--- config.mk ---
export PLATFORM = sky130hd
export DESIGN_NAME = vertex_transform_bounds_unit
export DESIGN_NICKNAME = d
export VERILOG_FILES = /design/src/sv/vtb_pkg.sv /design/src/sv/vtb_div.sv /design/src/sv/vertex_transform_bounds_unit.sv
export SDC_FILE = /design/constraint.sdc
export NUM_CORES = 2
export LEC_CHECK = 0
export BUFFER_PORTS_ARGS = -buffer_cell sky130_fd_sc_hd__clkbuf_2
export CORE_MARGIN = 1
export CORE_UTILIZATION = 40
export CTS_CLUSTER_DIAMETER = 30
export DETAILED_ROUTE_END_ITERATION = 16
export GPL_TIMING_DRIVEN = 0
export PLACE_DENSITY = 0.61
export SETUP_SLACK_MARGIN = 0.5
export SLEW_MARGIN = 20
export SYNTH_ARGS = -nofsm -noshare
export SYNTH_HDL_FRONTEND = slang
export SYNTH_SLANG_ARGS = --single-unit
--- constraint.sdc ---
create_clock -name aclk -period 12 [get_ports aclk]
set_input_delay 1.2 -clock aclk [delete_from_list [all_inputs] [get_ports aclk]]
set_output_delay 1.2 -clock aclk [all_outputs]
set_load 0.005 [all_outputs]
--- src/sv/vtb_pkg.sv ---
// Shared types and constants for the vertex transform and bounds unit.
// Used by vtb_div and vertex_transform_bounds_unit; depends on nothing else.
package vtb_pkg;

    localparam int COORD_W   = 32;
    localparam int COEF_W    = 16;
    localparam int ROW_W     = 64;
    localparam int PROD_W    = COORD_W + COEF_W;
    localparam int ACC_W     = PROD_W + 2;
    localparam int NUM_ROWS  = 4;
    localparam int CFG_IDX_W = 3;

    localparam logic [ROW_W-1:0] ROW_ZERO_RESET  = 64'h0000_0000_0000_1000;
    localparam logic [ROW_W-1:0] ROW_ONE_RESET   = 64'h0000_0000_1000_0000;
    localparam logic [ROW_W-1:0] ROW_TWO_RESET   = 64'h0000_1000_0000_0000;
    localparam logic [ROW_W-1:0] ROW_THREE_RESET = 64'h1000_0000_0000_0000;

    localparam logic signed [COORD_W-1:0] ONE_Q16   = 32'sh0001_0000;
    localparam logic signed [COORD_W-1:0] POS_LIMIT = 32'sh7FFF_FFFF;
    localparam logic signed [COORD_W-1:0] NEG_LIMIT = 32'sh8000_0000;

    typedef enum logic [2:0] {
        ST_IDLE,
        ST_MUL,
        ST_ACC,
        ST_DIV_GO,
        ST_DIV_WAIT,
        ST_FIN
    } vtb_state_t;

    typedef enum logic [1:0] {
        DIV_IDLE,
        DIV_RUN,
        DIV_FINISH
    } div_state_t;

    typedef struct packed {
        logic done;
        logic fault;
    } div_status_t;

endpackage

--- src/sv/vtb_div.sv ---
// Signed restoring radix-2 divider giving a saturated Q16.16 quotient.
// Depends on vtb_pkg; instantiated by vertex_transform_bounds_unit.
module vtb_div
    import vtb_pkg::*;
(
    input  logic                       aclk,
    input  logic                       aresetn,
    input  logic                       start,
    input  logic signed [ACC_W-1:0]    num,
    input  logic signed [ACC_W-1:0]    den,
    output logic signed [COORD_W-1:0]  quot,
    output div_status_t                status
);

    div_state_t                 state_reg, state_next;
    logic [ACC_W-1:0]           r_reg, r_next;
    logic [ACC_W-1:0]           d_reg, d_next;
    logic [COORD_W-1:0]         sh_reg, sh_next;
    logic [COORD_W-1:0]         q_reg, q_next;
    logic [4:0]                 cnt_reg, cnt_next;
    logic                       neg_reg, neg_next;
    logic                       fault_reg, fault_next;
    logic signed [COORD_W-1:0]  quot_reg, quot_next;

    logic [ACC_W-1:0]           num_mag;
    logic [ACC_W-1:0]           den_mag;
    logic [ACC_W-1:0]           r_shift;
    logic                       ge;
    logic [COORD_W-1:0]         q_step;
    logic                       sat;

    always_comb begin
        num_mag = num[ACC_W-1] ? (~num + 1'b1) : num;
        den_mag = den[ACC_W-1] ? (~den + 1'b1) : den;
        r_shift = {r_reg[ACC_W-2:0], sh_reg[COORD_W-1]};
        ge      = (r_shift >= d_reg);
        q_step  = {q_reg[COORD_W-2:0], ge};
        sat     = neg_reg ? (q_step > 32'h8000_0000) : (q_step > 32'h7FFF_FFFF);

        state_next = state_reg;
        r_next     = r_reg;
        d_next     = d_reg;
        sh_next    = sh_reg;
        q_next     = q_reg;
        cnt_next   = cnt_reg;
        neg_next   = neg_reg;
        fault_next = fault_reg;
        quot_next  = quot_reg;

        case (state_reg)
            DIV_IDLE: begin
                if (start) begin
                    neg_next   = num[ACC_W-1] ^ den[ACC_W-1];
                    d_next     = den_mag;
                    r_next     = {16'b0, num_mag[ACC_W-1:16]};
                    sh_next    = {num_mag[15:0], 16'b0};
                    q_next     = '0;
                    cnt_next   = '0;
                    fault_next = 1'b0;
                    if (den == '0) begin
                        fault_next = 1'b1;
                        if (num == '0) begin
                            quot_next = '0;
                        end else if (num[ACC_W-1]) begin
                            quot_next = NEG_LIMIT;
                        end else begin
                            quot_next = POS_LIMIT;
                        end
                        state_next = DIV_FINISH;
                    end else if ({16'b0, num_mag[ACC_W-1:16]} >= den_mag) begin
                        fault_next = 1'b1;
                        quot_next  = (num[ACC_W-1] ^ den[ACC_W-1]) ? NEG_LIMIT : POS_LIMIT;
                        state_next = DIV_FINISH;
                    end else begin
                        state_next = DIV_RUN;
                    end
                end
            end
            DIV_RUN: begin
                r_next   = ge ? (r_shift - d_reg) : r_shift;
                q_next   = q_step;
                sh_next  = {sh_reg[COORD_W-2:0], 1'b0};
                cnt_next = cnt_reg + 5'd1;
                if (cnt_reg == 5'd31) begin
                    if (sat) begin
                        fault_next = 1'b1;
                        quot_next  = neg_reg ? NEG_LIMIT : POS_LIMIT;
                    end else begin
                        quot_next  = neg_reg ? $signed(~q_step + 1'b1) : $signed(q_step);
                    end
                    state_next = DIV_FINISH;
                end
            end
            DIV_FINISH: begin
                state_next = DIV_IDLE;
            end
            default: begin
                state_next = DIV_IDLE;
            end
        endcase
    end

    always_ff @(posedge aclk) begin
        if (!aresetn) begin
            state_reg <= DIV_IDLE;
            fault_reg <= 1'b0;
        end else begin
            state_reg <= state_next;
            fault_reg <= fault_next;
        end
        r_reg    <= r_next;
        d_reg    <= d_next;
        sh_reg   <= sh_next;
        q_reg    <= q_next;
        cnt_reg  <= cnt_next;
        neg_reg  <= neg_next;
        quot_reg <= quot_next;
    end

    assign quot         = quot_reg;
    assign status.done  = (state_reg == DIV_FINISH);
    assign status.fault = fault_reg;

endmodule

--- src/sv/vertex_transform_bounds_unit.sv ---
// Homogeneous 4x4 vertex transform with a running axis-aligned bounding box.
// Depends on vtb_pkg and instantiates vtb_div.
//
// Each beat on the s_ channel carries one vertex in signed Q16.16 and a
// mesh_start flag. The vertex is multiplied by the configured Q4.12 matrix
// with w taken as one, and x, y and z are divided by the resulting w.
// Each beat on the m_ channel carries the transformed vertex, the bounding
// box since the last mesh start, and a flag that is set when w was zero or a
// coordinate saturated.
// The matrix rows are written through cfg_wr_en, cfg_index and cfg_data;
// the user must write them only while the block is idle, as the block does
// not enforce this itself; an index beyond row three is ignored.
// Each vertex passes through the shared multiply-accumulate unit (sixteen
// products, each a multiply state and an add state), then three divides in
// the shared 50-bit restoring divider, which finishes early when w is zero
// or the quotient overflows early, and then a finish state.
// The block accepts one vertex at a time; s_ready is high only when idle.
// A finished result waits in the output register, so the next vertex may be
// accepted while the receiver stalls; it is not finished until then.
// Reset restores the identity matrix and empties the box.
module vertex_transform_bounds_unit
    import vtb_pkg::*;
(
    input  logic                       aclk,
    input  logic                       aresetn,
    input  logic                       cfg_wr_en,
    input  logic [CFG_IDX_W-1:0]       cfg_index,
    input  logic [ROW_W-1:0]           cfg_data,
    input  logic                       s_valid,
    output logic                       s_ready,
    input  logic signed [COORD_W-1:0]  s_vertex_x,
    input  logic signed [COORD_W-1:0]  s_vertex_y,
    input  logic signed [COORD_W-1:0]  s_vertex_z,
    input  logic                       s_mesh_start,
    output logic                       m_valid,
    input  logic                       m_ready,
    output logic signed [COORD_W-1:0]  m_out_x,
    output logic signed [COORD_W-1:0]  m_out_y,
    output logic signed [COORD_W-1:0]  m_out_z,
    output logic signed [COORD_W-1:0]  m_box_min_x,
    output logic signed [COORD_W-1:0]  m_box_min_y,
    output logic signed [COORD_W-1:0]  m_box_min_z,
    output logic signed [COORD_W-1:0]  m_box_max_x,
    output logic signed [COORD_W-1:0]  m_box_max_y,
    output logic signed [COORD_W-1:0]  m_box_max_z,
    output logic                       m_range_fault
);

    vtb_state_t                 state_reg, state_next;
    logic [ROW_W-1:0]           matrix_reg [NUM_ROWS];
    logic signed [COORD_W-1:0]  vx_reg, vy_reg, vz_reg;
    logic                       start_reg;
    logic [3:0]                 k_reg;
    logic [1:0]                 axis_reg;
    logic signed [PROD_W-1:0]   prod_reg;
    logic signed [ACC_W-1:0]    acc_run_reg;
    logic signed [ACC_W-1:0]    acc_q_reg [NUM_ROWS];
    logic signed [COORD_W-1:0]  res_q_reg [3];
    logic                       fault_reg;
    logic signed [COORD_W-1:0]  low_reg [3];
    logic signed [COORD_W-1:0]  high_reg [3];
    logic signed [COORD_W-1:0]  out_reg [3];
    logic                       out_fault_reg;
    logic                       m_valid_reg;

    logic                       accept;
    logic                       finish;
    logic                       div_start;
    logic [ROW_W-1:0]           row_word;
    logic signed [COEF_W-1:0]   coef;
    logic signed [COORD_W-1:0]  opnd;
    logic signed [PROD_W-1:0]   prod_next;
    logic signed [ACC_W-1:0]    acc_sum;
    logic signed [COORD_W-1:0]  low_next [3];
    logic signed [COORD_W-1:0]  high_next [3];
    logic signed [COORD_W-1:0]  div_quot;
    div_status_t                div_status;

    assign accept = s_valid && s_ready;

    always_comb begin
        row_word  = matrix_reg[k_reg[3:2]];
        coef      = row_word[k_reg[1:0]*COEF_W +: COEF_W];
        case (k_reg[1:0])
            2'd0:    opnd = vx_reg;
            2'd1:    opnd = vy_reg;
            2'd2:    opnd = vz_reg;
            default: opnd = ONE_Q16;
        endcase
        prod_next = coef * opnd;
        acc_sum   = acc_run_reg + ACC_W'(prod_reg);
    end

    always_comb begin
        for (int i = 0; i < 3; i++) begin
            if (start_reg) begin
                low_next[i]  = res_q_reg[i];
                high_next[i] = res_q_reg[i];
            end else begin
                low_next[i]  = (res_q_reg[i] < low_reg[i])  ? res_q_reg[i] : low_reg[i];
                high_next[i] = (res_q_reg[i] > high_reg[i]) ? res_q_reg[i] : high_reg[i];
            end
        end
    end

    always_comb begin
        state_next = state_reg;
        s_ready    = 1'b0;
        div_start  = 1'b0;
        finish     = 1'b0;
        case (state_reg)
            ST_IDLE: begin
                s_ready = 1'b1;
                if (s_valid) begin
                    state_next = ST_MUL;
                end
            end
            ST_MUL: begin
                state_next = ST_ACC;
            end
            ST_ACC: begin
                state_next = (k_reg == 4'd15) ? ST_DIV_GO : ST_MUL;
            end
            ST_DIV_GO: begin
                div_start  = 1'b1;
                state_next = ST_DIV_WAIT;
            end
            ST_DIV_WAIT: begin
                if (div_status.done) begin
                    state_next = (axis_reg == 2'd2) ? ST_FIN : ST_DIV_GO;
                end
            end
            ST_FIN: begin
                if (!m_valid_reg || m_ready) begin
                    finish     = 1'b1;
                    state_next = ST_IDLE;
                end
            end
            default: begin
                state_next = ST_IDLE;
            end
        endcase
    end

    vtb_div u_div (
        .aclk    (aclk),
        .aresetn (aresetn),
        .start   (div_start),
        .num     (acc_q_reg[0]),
        .den     (acc_q_reg[NUM_ROWS-1]),
        .quot    (div_quot),
        .status  (div_status)
    );

    always_ff @(posedge aclk) begin
        if (!aresetn) begin
            state_reg     <= ST_IDLE;
            matrix_reg[0] <= ROW_ZERO_RESET;
            matrix_reg[1] <= ROW_ONE_RESET;
            matrix_reg[2] <= ROW_TWO_RESET;
            matrix_reg[3] <= ROW_THREE_RESET;
            m_valid_reg   <= 1'b0;
            k_reg         <= '0;
            axis_reg      <= '0;
            fault_reg     <= 1'b0;
            for (int i = 0; i < 3; i++) begin
                low_reg[i]  <= POS_LIMIT;
                high_reg[i] <= NEG_LIMIT;
            end
        end else begin
            state_reg <= state_next;
            if (cfg_wr_en && (cfg_index < CFG_IDX_W'(NUM_ROWS))) begin
                matrix_reg[cfg_index[1:0]] <= cfg_data;
            end
            if (finish) begin
                m_valid_reg <= 1'b1;
            end else if (m_ready) begin
                m_valid_reg <= 1'b0;
            end
            if (accept) begin
                k_reg     <= '0;
                axis_reg  <= '0;
                fault_reg <= 1'b0;
            end
            if (state_reg == ST_ACC) begin
                k_reg <= k_reg + 4'd1;
            end
            if (state_reg == ST_DIV_WAIT && div_status.done) begin
                axis_reg  <= axis_reg + 2'd1;
                fault_reg <= fault_reg | div_status.fault;
            end
            if (finish) begin
                for (int i = 0; i < 3; i++) begin
                    low_reg[i]  <= low_next[i];
                    high_reg[i] <= high_next[i];
                end
            end
        end
        if (accept) begin
            vx_reg      <= s_vertex_x;
            vy_reg      <= s_vertex_y;
            vz_reg      <= s_vertex_z;
            start_reg   <= s_mesh_start;
            acc_run_reg <= '0;
        end
        if (state_reg == ST_MUL) begin
            prod_reg <= prod_next;
        end
        if (state_reg == ST_ACC) begin
            if (k_reg[1:0] == 2'd3) begin
                acc_run_reg <= '0;
                for (int i = 0; i < NUM_ROWS - 1; i++) begin
                    acc_q_reg[i] <= acc_q_reg[i+1];
                end
                acc_q_reg[NUM_ROWS-1] <= acc_sum;
            end else begin
                acc_run_reg <= acc_sum;
            end
        end
        if (state_reg == ST_DIV_WAIT && div_status.done) begin
            acc_q_reg[0] <= acc_q_reg[1];
            acc_q_reg[1] <= acc_q_reg[2];
            res_q_reg[0] <= res_q_reg[1];
            res_q_reg[1] <= res_q_reg[2];
            res_q_reg[2] <= div_quot;
        end
        if (finish) begin
            for (int i = 0; i < 3; i++) begin
                out_reg[i] <= res_q_reg[i];
            end
            out_fault_reg <= fault_reg;
        end
    end

    assign m_valid       = m_valid_reg;
    assign m_out_x       = out_reg[0];
    assign m_out_y       = out_reg[1];
    assign m_out_z       = out_reg[2];
    assign m_box_min_x   = low_reg[0];
    assign m_box_min_y   = low_reg[1];
    assign m_box_min_z   = low_reg[2];
    assign m_box_max_x   = high_reg[0];
    assign m_box_max_y   = high_reg[1];
    assign m_box_max_z   = high_reg[2];
    assign m_range_fault = out_fault_reg;

    // The box is never empty once a result has been shown.
    assert property (@(posedge aclk) disable iff (!aresetn)
        m_valid |-> (low_reg[0] <= high_reg[0]) && (low_reg[1] <= high_reg[1])
                    && (low_reg[2] <= high_reg[2]))
        else $error("bounding box inverted while a result is shown");

    // The divider only reports completion while the sequencer waits for it.
    assert property (@(posedge aclk) disable iff (!aresetn)
        div_status.done |-> state_reg == ST_DIV_WAIT)
        else $error("divider finished outside the divide phase");

    // An accepted vertex always starts at the first product.
    assert property (@(posedge aclk) disable iff (!aresetn)
        accept |=> state_reg == ST_MUL && k_reg == 4'd0 && axis_reg == 2'd0)
        else $error("sequencer did not restart on an accepted beat");

    // A divide by zero w always marks the result as faulty.
    assert property (@(posedge aclk) disable iff (!aresetn)
        (div_start && acc_q_reg[NUM_ROWS-1] == '0) |=> ##1 div_status.fault)
        else $error("zero w not flagged");

endmodule
* Yosys cells after proc, flatten, opt, wreduce, memory -nomap -nowiden *
Memories as Yosys holds them, arrays and structs flattened. A register that Yosys moved wholly into a read port is not among the register bits.
Cells that the tools add are included.

word-level totals
  flip-flop bits (word level) = 410
  RAM bits = 840
  input port bits = 169
  output and inout port bits = 291
  word-level logic and storage cells = 196
  memories kept = 6

cells by class
  add/subtract/negate cells = 8
  $mul = 1
  magnitude comparators = 11
  equality and inequality tests = 20
  shift operators = 1
  mux-type cells = 94
  bitwise gates (word level) = 13
  reductions and logical operators = 21

memories
  memory      words  width  rd ports  clocked after Yosys merged registers in  wr ports  line                                text
  matrix_reg  4      64     1         1                                        4         vertex_transform_bounds_unit.sv:50  logic [ROW_W-1:0] matrix_reg [NUM_ROWS];
  acc_q_reg   4      50     4         0                                        4         vertex_transform_bounds_unit.sv:57  logic signed [ACC_W-1:0] acc_q_reg [NUM_ROWS];
  high_reg    3      32     3         0                                        3         vertex_transform_bounds_unit.sv:61  logic signed [COORD_W-1:0] high_reg [3];
  low_reg     3      32     3         0                                        3         vertex_transform_bounds_unit.sv:60  logic signed [COORD_W-1:0] low_reg [3];
  out_reg     3      32     3         0                                        3         vertex_transform_bounds_unit.sv:62  logic signed [COORD_W-1:0] out_reg [3];
  res_q_reg   3      32     3         0                                        3         vertex_transform_bounds_unit.sv:58  logic signed [COORD_W-1:0] res_q_reg [3];

operators with widths
  kind                     count
  $mux W32                 29
  $mux W50                 7
  $pmux W32 S2             2
  $add A50 B1 Y50 const B  2
  $logic_not A50 Y1        2
  $not A50 Y50             2
  $mux W49                 2
  $pmux W49 S2             1
  $gt A32 B32 Y1           3
  $lt A32 B32 Y1           3
  $pmux W32 S3             1
  $mux W64                 1
  $reduce_or A64 Y1        1
  $shiftx A64 B7 Y16       1
  $pmux W31 S2             1
  $add A50 B48 Y50         1
  $ge A34 B50 Y1           1
  $ge A50 B50 Y1           1
  $sub A49 B49 Y49         1
  $mul A16 B32 Y48         1
  $add A32 B1 Y32 const B  1
  $gt A32 B31 Y1 const B   1
  $gt A32 B32 Y1 const B   1
  $not A32 Y32             1
  35 further kinds         102

* Depth between registers and ports, before layout *
An unclocked memory read counts as a cell.

  word-level depth = 9
  mapped depth = 33
  gate-level depth less buffers = 29

* Modules after synthesis *
Synthesis repeated with hierarchy kept, for this count alone.

second synthesis, totals
  cells, all modules = 6768
  area, all modules = 77779.6 µm²

by module, submodules not included
  module                        times used  cells each  area an instance (µm²)  sequential area each (µm²)
  vertex_transform_bounds_unit  1           5180        63409.6                 31370.1
  vtb_div                       1           1588        14370.0                 5585.4

* Worst setup path after synthesis *
Ideal clock, no wire load.

  path kind = register -> register
  start = reg (tool-made name)
  end = reg prod_reg[42], data pin
  setup time = 0.265 ns
  arrival = 8.605 ns
  required time = 11.735 ns
  slack = 3.130 ns
  cell stages (with the launch flop) = 32
  buffers on the path = 4
  clock period less this slack = 8.870 ns
  cell sequence = dfxtp_1 clkbuf_1 buf_1 buf_1 mux4_2 nor2_1 nor2_1 o21ai_1 clkbuf_1 nor2_1 fa_1 inv_1 fa_1 fa_1 fa_1 inv_1 fa_1 inv_1 fa_1 inv_1 ha_1 a21oi_1 nor2b_1 o21ai_0 o211ai_1 a211oi_1 o21ai_0 and2_1 o31ai_1 o221a_2 o21ai_0 xor2_1

RTL lines
  element                 line                                 text
  end signal: assignment  vertex_transform_bounds_unit.sv:207  prod_reg <= prod_next;
  end: declaration        vertex_transform_bounds_unit.sv:55   logic signed [PROD_W-1:0] prod_reg;

* Final worst setup path *
  start = reg k_reg[1]
  end = reg prod_reg[42], data pin

between the ends
  cells in the longest elaborated chain, start to end = 3
  elaborated cells between the ends (all ways) = 6
  classes of those cells = mul: 1; eq/ne: 2; shift: 1; mux: 1; reduce/logical: 1

RTL lines
  element                                                                     line                                 text
  start: declaration                                                          vertex_transform_bounds_unit.sv:53   logic [3:0] k_reg;
  start signal: assignment                                                    vertex_transform_bounds_unit.sv:186  k_reg <= k_reg + 4'd1;
  parallel branches: the longest is 2 deep, another holds $shiftx A64 B7 Y16  --
  $mul A16 B32 Y48 (*)                                                        vertex_transform_bounds_unit.sv:90   prod_next = coef * opnd;
  net prod_next[42]                                                           vertex_transform_bounds_unit.sv:72   logic signed [PROD_W-1:0] prod_next;

Mark *: on every way through the listed nets, which the timed path passes.
A chain may end at the register's enable or synchronous reset.

==> results.json <==
{
  "drive_above_1_share_pct": 14.91,
  "ys_seq_area_share_pct": 48.26,
  "ys_seq_elements": 1236,
  "drt_iter0_markers": 4373,
  "netlist_instances": 6591,
  "worstMarginPinSlew_ns": 1.296,
  "async_flop_share_pct": 0,
  "finalClockSkew_ns": 0.1189,
  "gp_congestion": 0.9463,
  "nFillCells": 16830,
  "area_growth_pct": 21.16,
  "synth_largest_area_cell": "edfxtp_1",
  "dieArea_sq_mm": 0.1932,
  "largest_register_ffs": 256,
  "arrival_ns": 11.55,
  "synth_edf_count": 1220,
  "yosys.area_share.xor_xnor_pct": 3.019,
  "slew_violations": 0,
  "fin_ws_ns": 1.002,
  "cts_root_buffer": "clkbuf_16",
  "synth-compound-area-share_pct": 7.754,
  "grt_max_degree": 85,
  "clkTransAtPathRegs_ns": 0.05,
  "overflow": 0,
  "yosysTopAreaCellShare_pct": 47.84,
  "ant_nets": 0,
  "synth_most_common_cell": "edfxtp_1",
  "crit_path_max_fanout": 11,
  "initial_core_util_pct": 40.27,
  "htree_num_levels": 5,
  "synth_top_family_by_area": "adder cells",
  "ys.flop_type": "edfxtp_1",
  "clkLatencyLatePin_ns": 0.91,
  "status": "completed",
  "hpwl_um": 166800,
  "grt_pass1_vias": 54530,
  "die_height_um": 439.5,
  "synth.distinct_cells": 81,
  "rsz0062_at_grt": "false",
  "holdPathStages": 0,
  "via_count": 53280,
  "start_kind": "register",
  "multiInputGateArea_sq_mm": 0.03544,
  "setup_violations": 0,
  "synthAdderAreaFrac_pct": 20.04,
  "muxShareOfSynthArea_pct": 2.188,
  "hold_path_class": "reg2reg",
  "track_usage_pct": 22.47,
  "ys_warn_count": 0,
  "rows": 160,
  "slowest_delay_ns": 1.06,
  "crit_top_cell": "fa_1",
  "routed_wl_um": 218800,
  "timing.final.crit_share_pct": 91.65,
  "syn_area_per_cell_sq_um": 11.62,
  "drv_cap": 0,
  "drt_pass1_iterations": 5,
  "viasPerCell": 5.272,
  "grt_pass1_wl_um": 330000,
  "reg2regPathDepth": 30,
  "cts_hold_buf": 0,
  "fin_crit_ns": 11.00,
  "pre_cts_ws_ns": 0.003480,
  "crit_family": "adder cells",
  "max_freq_mhz": 90.93,
  "wire_per_inst_um": 21.65,
  "cts_tree": "built",
  "crit_cells": 30,
  "syn_area_sq_mm": 0.07658,
  "critical_path_class": "reg2reg",
  "grt_antenna_before_repair": 5,
  "crit_required_ns": 12.55,
  "seq_area_sq_mm": 0.03696,
  "nNetsFinal": 8489,
  "crit_buf_inv": 9,
  "core_area_sq_mm": 0.1902,
  "cts_buffers": 294,
  "syn_nets": 7694,
  "synth_area_leaders": "edfxtp_1 48%, fa_1 13%, ha_1 7.3%",
  "die_x_um": 439.5,
  "numClockSinks": 1236,
  "clockBufferDepth": 4,
  "slew_headroom_pct": 13.20,
  "finalHoldViolCount": 0,
  "num_io_pins": 460,
  "io_buffer_count": 459,
  "synthSimpleGateAreaFrac_pct": 12.95,
  "finalSetupTns_ns": 0,
  "postCtsSetupRepairBufs": 0,
  "synthTopCellsByCount": "1,220 x edfxtp_1, 929 x inv_1, 588 x nand2_1",
  "ctsResizeCount": 6,
  "drc_errors": 0,
  "worst_path_max_delay_cell": "a31oi_1",
  "cp-end-kind": "register"
}
[through the flow]
step	cell area [sq um]	utilization [%]	hold WS [ns]	instances
6_report	92780	48.78	0.3657	10110
5_1_grt	92780	48.78	0.3687	10110
4_1_cts	92740	48.76	0.3663	10100
3_5_place_dp	82990	43.64	0.4045	9599
3_3_place_gp	82020	43.13	0.4014	9561
2_1_floorplan	76580	-	0.4003	6591
[layout make-up]
type	count	share of cell area [%]
Timing Repair Buffer	499	3.264
Antenna cell	4	0.01079
Inverter	931	3.777
Tap cell	2511	3.386
Clock inverter	169	2.222
Clock buffer	333	8.259
Buffer	250	1.049
Multi-Input combinational cell	4174	38.20
Sequential cell	1236	39.83
[cells by family (layout without fill, tap and decap cells)]
family,count (synthesis),in the layout
AOI/OAI and AO/OA,925,925
xor gates and xnor gates,264,264
adders and majority gates,934,934
buffers and inverters,1181,2182
DFF,1236,1236
muxes,78,78
other,0,4
and+or+nand+nor,1973,1973
[worst paths after layout]
kind	slack, ns	start	to
setup / recovery	1.00	k_reg[1]	prod_reg[42]
hold / removal	0.37	u_div.quot[2]	res_q_reg[0][66]
setup reg to reg	1.00	k_reg[1]	prod_reg[42]
hold reg to reg	0.37	u_div.quot[2]	res_q_reg[0][66]
[layout by cell type (no fill, tap or decap), types with 20 or more instances in the layout]
| cell type | instances |
|---|---|
| o21a_1 | 28 |
| clkbuf_2 | 471 |
| o41ai_1 | 24 |
| clkbuf_1 | 236 |
| o21ai_0 | 206 |
| o21bai_1 | 26 |
| nand3_1 | 57 |
| ha_1 | 446 |
| nor3_1 | 54 |
| clkbuf_16 | 301 |
| clkinv_1 | 30 |
| or3_1 | 23 |
| edfxtp_1 | 1220 |
| nor2b_1 | 94 |
| buf_1 | 29 |
| nand2_1 | 586 |
| inv_1 | 927 |
| a31oi_1 | 59 |
| clkinvlp_4 | 22 |
| nor2_1 | 383 |
| fa_1 | 488 |
| a21o_1 | 134 |
| clkinv_2 | 47 |
| a31o_2 | 32 |
| and2_1 | 315 |
| and3_1 | 111 |
| nand4_1 | 60 |
| mux4_2 | 71 |
| or2_2 | 20 |
| xor2_1 | 88 |
| nand2b_1 | 172 |
| a211oi_1 | 28 |
| xnor2_1 | 176 |
| a21oi_1 | 216 |
| o31ai_1 | 43 |
| or4_1 | 22 |
| bufinv_16 | 42 |
[routing by layer]
layer | share of wire [%] | GRT usage, %
met4 | 4.4 | 10.23
met5 | 0.0059 | 0
met2 | 47 | 36.74
met1 | 42 | 29.40
met3 | 6.3 | 3.440
Power is not shown: default switching activity piles up to over one toggle a cycle in this logic, so the estimate is an artifact.
